File: src/hdl/pel_pkg.sv
package pel_pkg;

	localparam int CAPACITY = 16;
	localparam int WORD_W   = 32;
	localparam int POS_W    = 8;
	localparam int LEN_W    = 5;
	localparam int MODE_W   = 3;
	localparam int IDX_W    = $clog2(CAPACITY);
	localparam int CNT_W    = $clog2(CAPACITY + 1);
	localparam int CMP_W    = (CNT_W > POS_W) ? CNT_W : POS_W;

	typedef enum logic [MODE_W-1:0] {
		MODE_ADD_FRONT = 3'd0,
		MODE_ADD_BACK  = 3'd1,
		MODE_INSERT_AT = 3'd2,
		MODE_DEL_FRONT = 3'd3,
		MODE_DEL_BACK  = 3'd4,
		MODE_DEL_AT    = 3'd5,
		MODE_READ_AT   = 3'd6
	} mode_t;

	typedef enum logic [1:0] {
		STAT_OK    = 2'd0,
		STAT_EMPTY = 2'd1,
		STAT_FULL  = 2'd2,
		STAT_RANGE = 2'd3
	} status_t;

	typedef enum logic [2:0] {
		ST_IDLE,
		ST_SHIFT,
		ST_INS_WR,
		ST_RDWAIT,
		ST_FINISH
	} state_t;

	typedef struct packed {
		logic signed [WORD_W-1:0] read_value;
		logic [LEN_W-1:0]         length;
		logic                     is_empty;
		status_t                  status;
	} res_t;

	typedef struct packed {
		logic              we;
		logic [IDX_W-1:0]  waddr;
		logic [WORD_W-1:0] wdata;
		logic [IDX_W-1:0]  raddr;
	} ram_req_t;

endpackage

File: src/hdl/pel_in_if.sv
interface pel_in_if;
	import pel_pkg::*;

	logic                     valid;
	logic                     ready;
	logic [MODE_W-1:0]        mode;
	logic [POS_W-1:0]         position;
	logic signed [WORD_W-1:0] value;

	modport source (output valid, output mode, output position, output value, input ready);
	modport sink   (input valid, input mode, input position, input value, output ready);

endinterface

File: src/hdl/pel_out_if.sv
interface pel_out_if;
	import pel_pkg::*;

	logic                     valid;
	logic                     ready;
	logic signed [WORD_W-1:0] read_value;
	logic [LEN_W-1:0]         length;
	logic                     is_empty;
	logic [1:0]               status;

	modport source (output valid, output read_value, output length, output is_empty,
		output status, input ready);
	modport sink   (input valid, input read_value, input length, input is_empty,
		input status, output ready);

endinterface

File: src/hdl/pel_ram.sv
module pel_ram #(
	parameter int DEPTH = 16,
	parameter int WIDTH = 32,
	localparam int AW   = $clog2(DEPTH)
) (
	input  logic             clk,
	input  logic             we,
	input  logic [AW-1:0]    waddr,
	input  logic [WIDTH-1:0] wdata,
	input  logic [AW-1:0]    raddr,
	output logic [WIDTH-1:0] rdata
);

	logic [WIDTH-1:0] mem [DEPTH];

	always_ff @(posedge clk) begin
		if (we) begin
			mem[waddr] <= wdata;
		end
	end

	always_ff @(posedge clk) begin
		rdata <= mem[raddr];
	end

endmodule

File: src/hdl/pel_ctrl.sv
module pel_ctrl (
	input  logic                     clk,
	input  logic                     arst_n,
	pel_in_if.sink                   req,
	output pel_pkg::res_t            res,
	output logic                     res_valid,
	input  logic                     res_take,
	output pel_pkg::ram_req_t        ram,
	input  logic [pel_pkg::WORD_W-1:0] ram_rdata
);
	import pel_pkg::*;

	state_t            state_q, state_n;
	logic [CNT_W-1:0]  count_q, count_n;
	logic [CNT_W-1:0]  cur_q, cur_n;
	logic [CNT_W-1:0]  idx_q, idx_n;
	logic              ins_q, ins_n;
	logic [WORD_W-1:0] word_q, word_n;
	logic [WORD_W-1:0] rdv_q, rdv_n;
	status_t           status_q, status_n;
	logic              wr_vld_s1, wr_vld_n;
	logic [IDX_W-1:0]  wr_addr_s1, wr_addr_n;

	logic             accept;
	logic             full, empty, past_end, more;
	logic [CNT_W-1:0] pos_cnt;

	assign accept   = req.valid && req.ready;
	assign full     = count_q == CNT_W'(CAPACITY);
	assign empty    = count_q == '0;
	assign past_end = CMP_W'(req.position) >= CMP_W'(count_q);
	assign pos_cnt  = CNT_W'(req.position);
	assign more     = ins_q ? (cur_q > idx_q) : (cur_q < count_q);

	always_ff @(posedge clk or negedge arst_n) begin
		if (!arst_n) begin
			state_q   <= ST_IDLE;
			count_q   <= '0;
			wr_vld_s1 <= 1'b0;
		end else begin
			state_q   <= state_n;
			count_q   <= count_n;
			wr_vld_s1 <= wr_vld_n;
		end
	end

	always_ff @(posedge clk) begin
		cur_q      <= cur_n;
		idx_q      <= idx_n;
		ins_q      <= ins_n;
		word_q     <= word_n;
		rdv_q      <= rdv_n;
		status_q   <= status_n;
		wr_addr_s1 <= wr_addr_n;
	end

	always_comb begin
		state_n   = state_q;
		count_n   = count_q;
		cur_n     = cur_q;
		idx_n     = idx_q;
		ins_n     = ins_q;
		word_n    = word_q;
		rdv_n     = rdv_q;
		status_n  = status_q;
		wr_vld_n  = 1'b0;
		wr_addr_n = wr_addr_s1;
		ram.raddr = IDX_W'(cur_q);
		req.ready = 1'b0;
		res_valid = 1'b0;

		unique case (state_q)
			ST_IDLE: begin
				req.ready = 1'b1;
				ram.raddr = IDX_W'(pos_cnt);
				if (accept) begin
					word_n   = req.value;
					rdv_n    = '0;
					status_n = STAT_OK;
					state_n  = ST_FINISH;
					case (mode_t'(req.mode))
						MODE_ADD_FRONT, MODE_ADD_BACK, MODE_INSERT_AT: begin
							if (full) begin
								status_n = STAT_FULL;
							end else begin
								ins_n   = 1'b1;
								cur_n   = count_q;
								state_n = ST_SHIFT;
								if (mode_t'(req.mode) == MODE_ADD_FRONT) begin
									idx_n = '0;
								end else if (mode_t'(req.mode) == MODE_ADD_BACK || past_end) begin
									idx_n = count_q;
								end else begin
									idx_n = pos_cnt;
								end
							end
						end
						MODE_DEL_FRONT, MODE_DEL_BACK, MODE_DEL_AT: begin
							if (empty) begin
								status_n = STAT_EMPTY;
							end else begin
								ins_n   = 1'b0;
								state_n = ST_SHIFT;
								if (mode_t'(req.mode) == MODE_DEL_FRONT) begin
									idx_n = '0;
								end else if (mode_t'(req.mode) == MODE_DEL_BACK || past_end) begin
									idx_n = count_q - 1'b1;
								end else begin
									idx_n = pos_cnt;
								end
								cur_n = idx_n + 1'b1;
							end
						end
						MODE_READ_AT: begin
							if (empty) begin
								status_n = STAT_EMPTY;
							end else if (past_end) begin
								status_n = STAT_RANGE;
							end else begin
								state_n = ST_RDWAIT;
							end
						end
						default: ;
					endcase
				end
			end
			ST_SHIFT: begin
				// reads run one entry ahead of the write-back, in the shift direction
				if (more) begin
					wr_vld_n = 1'b1;
					if (ins_q) begin
						ram.raddr = IDX_W'(cur_q - 1'b1);
						wr_addr_n = IDX_W'(cur_q);
						cur_n     = cur_q - 1'b1;
					end else begin
						ram.raddr = IDX_W'(cur_q);
						wr_addr_n = IDX_W'(cur_q - 1'b1);
						cur_n     = cur_q + 1'b1;
					end
				end else if (!wr_vld_s1) begin
					if (ins_q) begin
						state_n = ST_INS_WR;
					end else begin
						count_n = count_q - 1'b1;
						state_n = ST_FINISH;
					end
				end
			end
			ST_INS_WR: begin
				count_n = count_q + 1'b1;
				state_n = ST_FINISH;
			end
			ST_RDWAIT: begin
				rdv_n   = ram_rdata;
				state_n = ST_FINISH;
			end
			ST_FINISH: begin
				res_valid = 1'b1;
				if (res_take) begin
					state_n = ST_IDLE;
				end
			end
			default: state_n = ST_IDLE;
		endcase

		ram.we    = wr_vld_s1 || (state_q == ST_INS_WR);
		ram.waddr = (state_q == ST_INS_WR) ? IDX_W'(idx_q) : wr_addr_s1;
		ram.wdata = (state_q == ST_INS_WR) ? word_q : ram_rdata;
	end

	assign res.read_value = rdv_q;
	assign res.length     = LEN_W'(count_q);
	assign res.is_empty   = count_q == '0;
	assign res.status     = status_q;

	a_count_bound: assert property (@(posedge clk) disable iff (!arst_n)
		count_q <= CNT_W'(CAPACITY))
		else $error("entry count above capacity");

	a_write_state: assert property (@(posedge clk) disable iff (!arst_n)
		ram.we |-> (state_q == ST_SHIFT || state_q == ST_INS_WR))
		else $error("memory write outside a shift or insert");

	a_accept_busy: assert property (@(posedge clk) disable iff (!arst_n)
		accept |=> state_q != ST_IDLE)
		else $error("accepted word did not leave idle");

	a_write_range: assert property (@(posedge clk) disable iff (!arst_n)
		ram.we |-> CNT_W'(ram.waddr) <= count_q)
		else $error("write beyond list end");

	a_shift_drain: assert property (@(posedge clk) disable iff (!arst_n)
		(state_q == ST_SHIFT && state_n != ST_SHIFT) |-> !wr_vld_s1)
		else $error("left shift with a write pending");

endmodule

File: src/hdl/positional_list_engine.sv
// Positional list engine: an ordered list of up to CAPACITY signed 32-bit
// words held in one simple dual-port memory (one write, one registered read
// per cycle). Each request word carries an operation (add front/back, insert
// at, delete front/back, delete at, read at), a position and a value; each
// yields exactly one response word with the read value, the length after the
// operation, an empty flag and a status code. Positions at or past the
// length act on the back for adds and deletes; a read there reports a range
// status. Timing is set by the single memory read port, since an insert or
// delete moves every entry behind the target position one at a time and
// then waits for the last write-back to land. An insert then writes the new
// word, and a read waits for the registered memory data; a rejected or unused
// operation goes straight to the result. A full output register holds the
// result in the core until the register is free or draining.
// One request is in work at a time, but a new request is taken while the
// previous response still waits in the output register. The memory needs no
// clearing after reset: only entries below the length are ever read.
module positional_list_engine (
	input  logic      clk,
	input  logic      arst_n,
	pel_in_if.sink    req,
	pel_out_if.source rsp
);
	import pel_pkg::*;

	res_t              res;
	logic              res_valid;
	logic              res_take;
	ram_req_t          ram;
	logic [WORD_W-1:0] ram_rdata;

	logic out_valid_q;
	res_t out_q;

	pel_ctrl u_ctrl (
		.clk       (clk),
		.arst_n    (arst_n),
		.req       (req),
		.res       (res),
		.res_valid (res_valid),
		.res_take  (res_take),
		.ram       (ram),
		.ram_rdata (ram_rdata)
	);

	pel_ram #(
		.DEPTH (CAPACITY),
		.WIDTH (WORD_W)
	) u_ram (
		.clk   (clk),
		.we    (ram.we),
		.waddr (ram.waddr),
		.wdata (ram.wdata),
		.raddr (ram.raddr),
		.rdata (ram_rdata)
	);

	// take the finished result when the output register is free or draining
	assign res_take = res_valid && (!out_valid_q || rsp.ready);

	always_ff @(posedge clk or negedge arst_n) begin
		if (!arst_n) begin
			out_valid_q <= 1'b0;
		end else if (res_take) begin
			out_valid_q <= 1'b1;
		end else if (rsp.ready) begin
			out_valid_q <= 1'b0;
		end
	end

	// hold the response payload until the sink takes it
	always_ff @(posedge clk) begin
		if (res_take) begin
			out_q <= res;
		end
	end

	assign rsp.valid      = out_valid_q;
	assign rsp.read_value = out_q.read_value;
	assign rsp.length     = out_q.length;
	assign rsp.is_empty   = out_q.is_empty;
	assign rsp.status     = out_q.status;

endmodule
File: src/flat_wrapper.sv
// flat-port wrapper written by rule: the top's interface ports become plain ports
module positional_list_engine_flat import pel_pkg::*;
  (clk, arst_n, req_valid, req_mode, req_position, req_value, req_ready, rsp_valid, rsp_read_value, rsp_length, rsp_is_empty, rsp_status, rsp_ready);
  pel_in_if req_i ();
  pel_out_if rsp_i ();
  input  logic clk;
  input  logic arst_n;
  input wire logic [$bits(req_i.valid)-1:0] req_valid;
  input wire logic [$bits(req_i.mode)-1:0] req_mode;
  input wire logic [$bits(req_i.position)-1:0] req_position;
  input wire logic [$bits(req_i.value)-1:0] req_value;
  output wire logic [$bits(req_i.ready)-1:0] req_ready;
  output wire logic [$bits(rsp_i.valid)-1:0] rsp_valid;
  output wire logic [$bits(rsp_i.read_value)-1:0] rsp_read_value;
  output wire logic [$bits(rsp_i.length)-1:0] rsp_length;
  output wire logic [$bits(rsp_i.is_empty)-1:0] rsp_is_empty;
  output wire logic [$bits(rsp_i.status)-1:0] rsp_status;
  input wire logic [$bits(rsp_i.ready)-1:0] rsp_ready;
  assign req_i.valid = req_valid;
  assign req_i.mode = req_mode;
  assign req_i.position = req_position;
  assign req_i.value = req_value;
  assign req_ready = req_i.ready;
  assign rsp_valid = rsp_i.valid;
  assign rsp_read_value = rsp_i.read_value;
  assign rsp_length = rsp_i.length;
  assign rsp_is_empty = rsp_i.is_empty;
  assign rsp_status = rsp_i.status;
  assign rsp_i.ready = rsp_ready;
  positional_list_engine u_core (.clk(clk), .arst_n(arst_n), .req(req_i), .rsp(rsp_i));
endmodule
File: config.mk
export PLATFORM = sky130hd
export DESIGN_NAME = positional_list_engine_flat
export DESIGN_NICKNAME = d
export VERILOG_FILES = /design/src/hdl/pel_pkg.sv /design/src/hdl/pel_in_if.sv /design/src/hdl/pel_out_if.sv /design/src/hdl/pel_ram.sv /design/src/hdl/pel_ctrl.sv /design/src/hdl/positional_list_engine.sv /design/src/flat_wrapper.sv
export SDC_FILE = /design/constraint.sdc
export NUM_CORES = 1
export LEC_CHECK = 0
export BUFFER_PORTS_ARGS = -buffer_cell sky130_fd_sc_hd__buf_2
export CAP_MARGIN = 20
export CELL_PAD_IN_SITES_DETAIL_PLACEMENT = 1
export CELL_PAD_IN_SITES_GLOBAL_PLACEMENT = 1
export CORE_UTILIZATION = 54
export DETAILED_ROUTE_END_ITERATION = 12
export PLACE_DENSITY_LB_ADDON = 0.1
export SLEW_MARGIN = 15
export SYNTH_ARGS = -nofsm -noshare
export SYNTH_HDL_FRONTEND = slang
export SYNTH_HIERARCHICAL = 1
export SYNTH_SLANG_ARGS = --single-unit
File: constraint.sdc
create_clock -name clk -period 6 [get_ports clk]
set_input_delay 1.8 -clock clk [delete_from_list [all_inputs] [get_ports clk]]
set_output_delay 1.8 -clock clk [all_outputs]
set_load 0.03 [all_outputs]
==> impl_metrics.py, run 1 <==
metrics = {
    "cts": {
        "cts_hold_buf": 0,
        "cts-root-buf": "clkbuf_16",
        "post_cts_resized": 0,
        "cts.clk_slew.worst_paths_ps": 60,
        "cts_tree": "yes",
        "cts_setup_buffers": 0,
        "cts_max_level": 3,
        "clk_latency_ps": 610,
        "clock-sinks": 675,
        "clock_path_buffers": 3,
        "numCtsBuffers": 70,
    },
    "setup_path": {
        "crit_buf_inv": 2,
        "arrival_ps": 4960,
        "start_kind": "flop",
        "crit_slowest_cell": "a222oi_1",
        "worstPathMaxFanout": 79,
        "reg2reg_depth": 12,
        "worstSetupPathType": "reg2reg",
        "cp.required_ps": 6480,
        "r2r_start": "u_core/u_ctrl/cur_q[2]",
        "cp-end-kind": "flop",
        "cp.depth": 12,
        "r2r-end": "u_core/u_ram/rdata[17]",
        "cpPeakStageDelay_ps": 670,
        "ff2ff_setup_slack_ps": 1520,
        "path_cells": "ha_1, nand4_1, o221ai_1, a31oi_1, nor2_1, mux2i_1, a222oi_1, inv_8, buf_4, mux4_2, a22oi_1, nand2_1",
        "critical_path.top_delay_family": "compound AO/OA/AOI/OAI gates",
    },
    "global_route": {
        "top_usage_layer": "met2",
        "grt_use_met3_pct": 4.13,
        "grtUsageMet1_pct": 34.2,
        "grtUsageTotal_pct": 25.6,
        "grt_max_degree": 129,
        "grt-ovfl-total": 0,
        "antenna_found_initial": 1,
        "met2_usage_pct": 43.5,
        "grt_pass1_vias": 13761,
        "grt_pass1_wl_um": 89900,
    },
    "min_path": {
        "hold_end": "u_core/rsp.read_value[25]",
        "min_path_type": "reg2reg",
        "hold_depth": 0,
        "worstHoldStart": "u_core/u_ctrl/rdv_q[25]",
    },
    "drt": {
        "dr.pass1.iters": 5,
        "routed-via-count": 13022,
        "routed_wl_um": 61200,
        "wire_per_inst_um": 29.1,
        "viasPerCell": 6.19,
        "route.detailed.drc": 0,
        "first_iter_violations": 1236,
        "final_antenna_net_count": 0,
    },
    "synth": {
        "synth_cells": 1310,
        "ys_warn_count": 6,
        "netlist_area_um2": 26100,
        "synth_top_flop_cell": "edfxtp_1",
        "syn-num-nets": 1378,
        "async_reset_ff_share_pct": 1.48,
        "syn_avg_cell_area_um2": 19.9,
        "ys_seq_area_share_pct": 76.3,
        "ys_ff_latch": 675,
        "synth-edff-count": 633,
        "synth_cell_types": 60,
    },
    "pwr": {
        "power_density_nw_per_um2": 539,
        "leakage_nw": 9.89,
        "ir_drop_mv": 0.469,
        "p_total_mw": 16.0,
    },
    "place": {
        "dp_hpwl_um": 34400,
        "dpl-instance-area_um2": 27400,
        "io_buffers": 88,
        "gp_congestion": 0.841,
    },
    "sta": {
        "relSlewSlack_pct": 25.4,
        "period_minus_slack_ps": 4480,
        "skew_ps": 20.3,
        "tns_ps": 0,
        "tightest_slew_ps": 1120,
        "slew_violations": 0,
        "finalCritPeriodShare_pct": 74.6,
        "hold_viol_final": 0,
        "timing.fmax_mhz": 223,
        "rsz0062_at_grt": "no",
        "hold_slack_ps": 410,
        "setup_viol": 0,
    },
    "final_layout": {
        "final_util_pct": 62.5,
        "layout_commonest_cell": "edfxtp_1",
        "final_cell_mix": "edfxtp_1 (633), mux4_2 (128), buf_2 (88), clkbuf_16 (73), a22oi_1 (68)",
        "drive_gt1_share_pct": 28.4,
        "syn_to_final_growth_pct": 14.2,
        "design_area_um2": 29800,
        "diodes": 0,
        "fin_nets": 1501,
    },
    "job": {
        "max-cap-violations": 0,
    },
    "die": {
        "rows": 80,
        "die_w_um": 222,
        "dieArea_um2": 49200,
        "initial_core_util_pct": 54.7,
        "core_um2": 47600,
        "fp.dieH_um": 222,
        "io_pins": 89,
    },
    "status": {
        "outcome": "finished clean",
    },
}
worst max-delay path by stage:
stage                                   startpoint                endpoint  slack, ps
final                       u_core/u_ctrl/cur_q[2]  u_core/u_ram/rdata[17]       1520
after floorplan           u_core/u_ctrl/state_q[0]  u_core/u_ram/mem[0][0]       1170
after CTS                   u_core/u_ctrl/cur_q[1]  u_core/u_ram/rdata[17]       1450
after detailed placement           req_position[0]  u_core/u_ctrl/cur_q[4]       1230
after global routing      u_core/u_ctrl/count_q[2]  u_core/u_ram/rdata[17]       1230
after global placement             req_position[0]  u_core/u_ctrl/cur_q[4]       1340
final cells by class:
cell class / count / area, um^2
clock buffers: 106 / 2050
clock inverters: 21 / 315
fillers: 3958 / 17900
inverters: 21 / 86.3
multi-input cells: 545 / 5940
flip-flops and latches: 675 / 19900
well taps: 615 / 769
repair buffers: 120 / 706
metrics by stage:
stage | instances | worst slack, ps
2_1_floorplan | 1310 | 1170
3_3_place_gp | 1976 | 1340
3_5_place_dp | 1976 | 1230
4_1_cts | 2103 | 1450
5_1_grt | 2103 | 1230
6_report | 2103 | 1520
synthesized netlist by cell type (3+ instances only):
cell,instances,area share [%]
buf_2,10,0.19
nand2_1,55,0.79
or2_2,3,0.072
a21oi_1,17,0.33
buf_1,10,0.14
edfxtp_1,633,73
inv_1,21,0.30
dfrtp_1,10,0.96
mux4_2,128,11
clkbuf_1,39,0.56
nand2b_1,8,0.19
nor2b_1,6,0.14
nand3_1,12,0.23
xor2_1,7,0.24
buf_4,10,0.29
a211oi_1,4,0.12
xnor2_1,10,0.34
nor2_1,42,0.60
nand4_1,4,0.096
o211ai_1,5,0.14
dfxtp_1,32,2.5
nand3b_1,3,0.086
and2_1,36,0.86
o31ai_1,3,0.086
a31oi_1,7,0.17
a22oi_1,68,2.0
nor4_1,3,0.072
mux2i_1,10,0.38
nor3_1,10,0.19
o21ai_0,13,0.25
mux2_2,36,1.6
ha_1,21,1.0
metal layers:
metal  part of all wire [%]  routed length [um]
met1                     41               25000
met2                     52               31600
met3                    4.9                2980
met4                    2.6                1610
met5                  0.011                   7
registers in the layout, indices dropped and copies added, names as in the netlist, 2 cells and up:
signal	flops
u_core/rsp.length	5
u_core/u_ctrl/cur_q	5
u_core/rsp.status	2
u_core/u_ctrl/idx_q	5
u_core/u_ctrl/wr_addr_s1	4
u_core/u_ctrl/word_q	32
u_core/rsp.read_value	32
u_core/u_ctrl/status_q	2
u_core/u_ctrl/state_q	3
u_core/u_ram/mem	512
u_core/u_ctrl/rdv_q	32
u_core/u_ram/rdata	32
u_core/u_ctrl/count_q	5
kinds of logic after synthesis:
family / Yosys count / share of synthesized area, %
muxes: 175 / 13.1
xor gates and xnor gates: 17 / 0.571
DFF: 675 / 76.3
adders and majority gates: 21 / 1.01
buffers and inverters: 90 / 1.49
AOI/OAI and AO/OA: 142 / 3.95
and+or+nand+nor: 190 / 3.60
report_power, final:
part,total (mW),internal [mW],switching (mW)
Clock,4.42,2.67,1.75
Sequential,6.59,6.31,0.284
Combinational,5.03,1.98,3.05
Total,16.0,11.0,5.09
No activity file was read; power rests on OpenSTA's default activity.
==> inputs of run 2 (changes only) <==
Settings changed: CORE_UTILIZATION 54 to 49.
Clock period 6 ns to 4.1 ns, I/O delays scaled along.
==> impl_metrics.py, run 2 (same netlist as run 1, synthesis figures left out) <==
metrics = {
    "global_route": {
        "grtUsageTotal_pct": 23.4,
        "grt-ovfl-total": 0,
        "grt_use_met3_pct": 3.48,
        "met2_usage_pct": 38.9,
        "antenna_found_initial": 0,
        "grtUsageMet1_pct": 32.4,
        "top_usage_layer": "met2",
        "grt_pass1_vias": 13660,
        "grt_pass1_wl_um": 90300,
        "grt_max_degree": 42,
    },
    "setup_path": {
        "cp-end-kind": "flop",
        "start_kind": "flop",
        "cp.required_ps": 4570,
        "worstPathMaxFanout": 24,
        "critical_path.top_delay_family": "compound AO/OA/AOI/OAI gates",
        "worstSetupPathType": "reg2reg",
        "arrival_ps": 4020,
        "cpPeakStageDelay_ps": 520,
        "crit_buf_inv": 3,
        "crit_slowest_cell": "mux4_2",
        "path_cells": "inv_1, ha_1, a211o_1, a31oi_1, nor2_1, mux2i_1, a222oi_1, bufinv_16, buf_4, mux4_2, a22oi_1, nand2_1",
    },
    "cts": {
        "cts_tree": "yes",
        "cts-root-buf": "clkbuf_16",
        "clock-sinks": 675,
        "clk_latency_ps": 600,
        "cts_hold_buf": 0,
        "cts_max_level": 3,
        "cts.clk_slew.worst_paths_ps": 60,
        "numCtsBuffers": 72,
        "clock_path_buffers": 3,
    },
    "sta": {
        "tns_ps": 0,
        "slew_violations": 0,
        "period_minus_slack_ps": 3550,
        "fin_ws_ps": 550,
        "hold_viol_final": 0,
        "finalCritPeriodShare_pct": 86.6,
        "timing.fmax_mhz": 282,
        "rsz0062_at_grt": "no",
        "skew_ps": 17.1,
        "relSlewSlack_pct": 26.5,
        "setup_viol": 0,
        "tightest_slew_ps": 1100,
    },
    "die": {
        "rows": 84,
        "fp.dieH_um": 233,
        "io_pins": 89,
        "initial_core_util_pct": 49.6,
        "dieArea_um2": 54100,
        "die_w_um": 233,
        "core_um2": 52600,
    },
    "final_layout": {
        "largest_register_ffs": 512,
        "final_util_pct": 58.0,
        "layout_commonest_cell": "edfxtp_1",
        "fin_nets": 1539,
        "syn_to_final_growth_pct": 16.8,
        "drive_gt1_share_pct": 30.4,
        "instances_no_fill": 2217,
        "diodes": 0,
        "final_cell_mix": "edfxtp_1 (633), mux4_2 (128), buf_2 (88), clkbuf_16 (75), a22oi_1 (68)",
        "fillCellCount": 4519,
        "regMostFlops": "u_core/u_ram/mem",
    },
    "pwr": {
        "p_total_mw": 24.0,
        "leakage_nw": 10.2,
        "ir_drop_mv": 0.468,
        "power_density_nw_per_um2": 788,
    },
    "place": {
        "gp_congestion": 0.850,
        "io_buffers": 88,
        "dp.cells": 2085,
        "dp_hpwl_um": 35000,
        "place_ws_ps": 128,
    },
    "drt": {
        "routed-via-count": 13019,
        "viasPerCell": 5.87,
        "first_iter_violations": 929,
        "final_antenna_net_count": 0,
        "dr.pass1.iters": 5,
        "routed_wl_um": 61100,
        "wire_per_inst_um": 27.6,
        "route.detailed.drc": 0,
    },
    "status": {
        "outcome": "finished clean",
    },
    "job": {
        "max-cap-violations": 0,
    },
    "min_path": {
        "min_path_type": "reg2reg",
    },
}
run 2: area by class of cell:
class                      instances  area (um^2)  area share, %
clock buffer                      99         2050           6.72
clock inverter                    33          339           1.11
inverter                          21          105          0.345
multi-input combinational        545         5970           19.6
sequential                       675        19900           65.3
tap                              688          861           2.83
timing repair buffer             156         1240           4.07
run 2: worst register-to-register path, stage by stage (launching register included):
cell and delay (ps):
dfrtp_1 510, inv_1 160, ha_1 340, a211o_1 250, a31oi_1 280, nor2_1 120, mux2i_1 170, a222oi_1 100
bufinv_16 360, buf_4 280, mux4_2 520, a22oi_1 250, nand2_1 100
run 2: final timing paths:
kind | from | endpoint | slack [ps] | cells after the start
setup / recovery | u_core/u_ctrl/count_q[4] | u_core/u_ram/rdata[31] | 550 | 12
hold / removal | u_core/u_ctrl/rdv_q[0] | u_core/rsp.read_value[0] | 420 | 0
setup reg to reg | u_core/u_ctrl/count_q[4] | u_core/u_ram/rdata[31] | 550 | 12
hold reg to reg | u_core/u_ctrl/rdv_q[0] | u_core/rsp.read_value[0] | 420 | 0
max in group asynchronous | arst_n | u_core/u_ctrl/count_q[3] | 3410 | 1
min in group asynchronous | arst_n | u_core/u_ctrl/state_q[1] | 480 | 1
run 2: power breakdown:
part	switching [mW]	leakage (nW)	total (mW)	internal, mW
Sequential	0.316	6.17	9.55	9.23
Clock	2.61	1.16	6.49	3.89
Combinational	4.64	2.84	7.97	3.33
run 2: stage by stage:
step	instance area, um^2	hold WS (ps)
CTS	30400	419
detailed placement	28100	406
global placement	28100	401
finish	30500	418
floorplan	26100	400
global route	30500	425
run 2: timing repair:
| item | in CTS | in global routing |
|---|---|---|
| resized for setup | 0 | 1 |
| setup endpoints to repair | 0 | 3 |
| buffers inserted | 0 | 0 |
run 2: layer usage:
layer	wire length [um]	up-vias
met1	26800	6964
li1	-	5662
met4	1270	0
met3	2390	93
met5	0	-
met2	30600	300
==> inputs of run 3 (changes only) <==
--- a/config.mk
+++ b/config.mk
@@ -13,4 +13,5 @@
 export DETAILED_ROUTE_END_ITERATION = 12
 export PLACE_DENSITY_LB_ADDON = 0.1
+export REMOVE_ABC_BUFFERS = 1
 export SLEW_MARGIN = 15
 export SYNTH_ARGS = -nofsm -noshare
==> constraint.sdc (replaced) <==
create_clock -name clk -period 4.1 [get_ports clk]
set_input_delay 0.41 -clock clk [delete_from_list [all_inputs] [get_ports clk]]
set_output_delay 0.41 -clock clk [all_outputs]
set_load 0.03 [all_outputs]
==> impl_metrics.py, run 3 (same netlist as run 1, synthesis figures left out) <==
metrics = {
    "sta": {
        "skew_ps": 25.3,
        "slew_violations": 0,
        "setup_viol": 0,
        "tns_ps": 0,
        "rsz0062_at_grt": "no",
        "finalCritPeriodShare_pct": 86.4,
        "relSlewSlack_pct": 37.9,
        "hold_viol_final": 0,
        "tightest_slew_ps": 931,
        "period_minus_slack_ps": 3540,
        "timing.fmax_mhz": 282,
    },
    "drt": {
        "final_antenna_net_count": 0,
        "first_iter_violations": 1083,
        "wire_per_inst_um": 27.7,
        "dr.pass1.iters": 5,
        "routed_wl_um": 61800,
        "routed-via-count": 13275,
        "route.detailed.drc": 0,
        "viasPerCell": 5.94,
    },
    "die": {
        "fp.dieH_um": 233,
        "dieArea_um2": 54100,
        "die_w_um": 233,
        "core_um2": 52600,
        "io_pins": 89,
        "rows": 84,
        "initial_core_util_pct": 49.6,
    },
    "pwr": {
        "ir_drop_mv": 0.565,
        "power_density_nw_per_um2": 782,
        "leakage_nw": 10.2,
    },
    "setup_path": {
        "cp.required_ps": 4580,
        "cp-end-kind": "flop",
        "start_kind": "flop",
        "worstPathMaxFanout": 33,
        "worstSetupPathType": "reg2reg",
        "arrival_ps": 4030,
    },
    "global_route": {
        "antenna_found_initial": 0,
        "grtUsageTotal_pct": 23.6,
        "grt_max_degree": 83,
        "grt_pass1_wl_um": 90900,
        "grt-ovfl-total": 0,
        "grt_pass1_vias": 13870,
    },
    "final_layout": {
        "final_cell_mix": "edfxtp_1 (633), mux4_2 (128), buf_2 (88), clkbuf_16 (74), a22oi_1 (68)",
        "final_util_pct": 58.2,
        "fin_nets": 1555,
        "regMostFlops": "u_core/u_ram/mem",
        "syn_to_final_growth_pct": 17.4,
        "layout_commonest_cell": "edfxtp_1",
        "instances_no_fill": 2233,
        "diodes": 0,
        "drive_gt1_share_pct": 28.5,
        "largest_register_ffs": 512,
    },
    "cts": {
        "clock_path_buffers": 3,
        "clock-sinks": 675,
        "cts_max_level": 3,
        "cts_setup_buffers": 0,
        "cts.clk_slew.worst_paths_ps": 70,
        "clk_latency_ps": 610,
        "numCtsBuffers": 70,
        "cts_tree": "yes",
        "cts-root-buf": "clkbuf_16",
    },
    "status": {
        "outcome": "finished clean",
    },
    "place": {
        "dp_hpwl_um": 33600,
        "gp_congestion": 0.844,
        "io_buffers": 88,
        "dp.cells": 2070,
    },
    "job": {
        "max-cap-violations": 0,
    },
    "min_path": {
        "min_path_type": "in2reg",
    },
}
==> run 3: cell types whose count changed in the layout (fill, tap and decap cells not counted) <==
| cell | delta |
|---|---|
| inv_6 | -3 |
| clkinvlp_4 | -3 |
| clkinv_2 | -3 |
| clkbuf_16 | -1 |
| buf_4 | -14 |
| dlygate4sd3_1 | +33 |
| nor3_4 | -4 |
| clkbuf_1 | +3 |
| clkbuf_8 | -1 |
| clkinv_1 | +4 |
| clkinv_8 | +1 |
| buf_12 | -1 |
| nor3_2 | +4 |
| bufinv_16 | +1 |
==> run 3: final cells by class <==
cell class / count / area [um^2]
Clock inverter: 30 / 337
Timing Repair Buffer: 174 / 1440
Multi-Input combinational cell: 545 / 5940
Inverter: 21 / 105
Tap cell: 688 / 861
Clock buffer: 100 / 2020
Sequential cell: 675 / 19900
Fill cell: 4544 / 21900
==> run 3: metal layers <==
metal  up-vias  track usage [%]  wire [um]
met5         -                0          0
met4         0             7.35       1520
met3        93             3.38       2960
li1       5703                -          -
met2       390             39.0      30800
met1      7089             32.6      26600
==> run 3: worst paths after layout <==
path	from	to	slack, ps	cells past startpoint
min in group asynchronous	arst_n	u_core/u_ctrl/state_q[1]	220	2
setup reg to reg	u_core/u_ctrl/cur_q[1]	u_core/u_ram/rdata[31]	560	12
max in group asynchronous	arst_n	u_core/u_ctrl/count_q[2]	3640	2
setup / recovery	u_core/u_ctrl/cur_q[1]	u_core/u_ram/rdata[31]	560	12
hold / removal	rsp_ready	u_core/rsp.valid	60	3
hold reg to reg	u_core/u_ctrl/rdv_q[4]	u_core/rsp.read_value[4]	420	0
==> run 3: critical path: stages, from the launching register on <==
cell       delay, ps
edfxtp_1         540
ha_1             370
nor2b_1          130
o211ai_1         200
a31oi_1          180
nor2_1           200
mux2i_1          200
a222oi_1         110
bufinv_16        410
buf_12           220
mux4_2           520
a22oi_1          230
nand2_1           90
==> run 3: through the flow <==
step	worst slack (ps)	cell area, um^2	hold WS (ps)	power [mW]
2_1_floorplan	-7690	25800	114	14.4
3_3_place_gp	341	27900	326	17.4
3_5_place_dp	276	27900	320	17.6
4_1_cts	232	30600	33.4	24.2
5_1_grt	227	30600	67.5	25.0
6_report	557	30600	62.6	23.9
==> run 3: repair_timing <==
action | CTS | global route
endpoints found under the setup margin | 0 | 9
hold endpoints to repair | 42 | 0
gates resized for setup | 0 | 1
hold buffers | 33 | 0
==> run 3: report_power, final <==
part	total [mW]	switching (mW)	internal, mW
combinational	7.89	4.59	3.30
clock	6.48	2.60	3.88
sequential	9.56	0.331	9.23
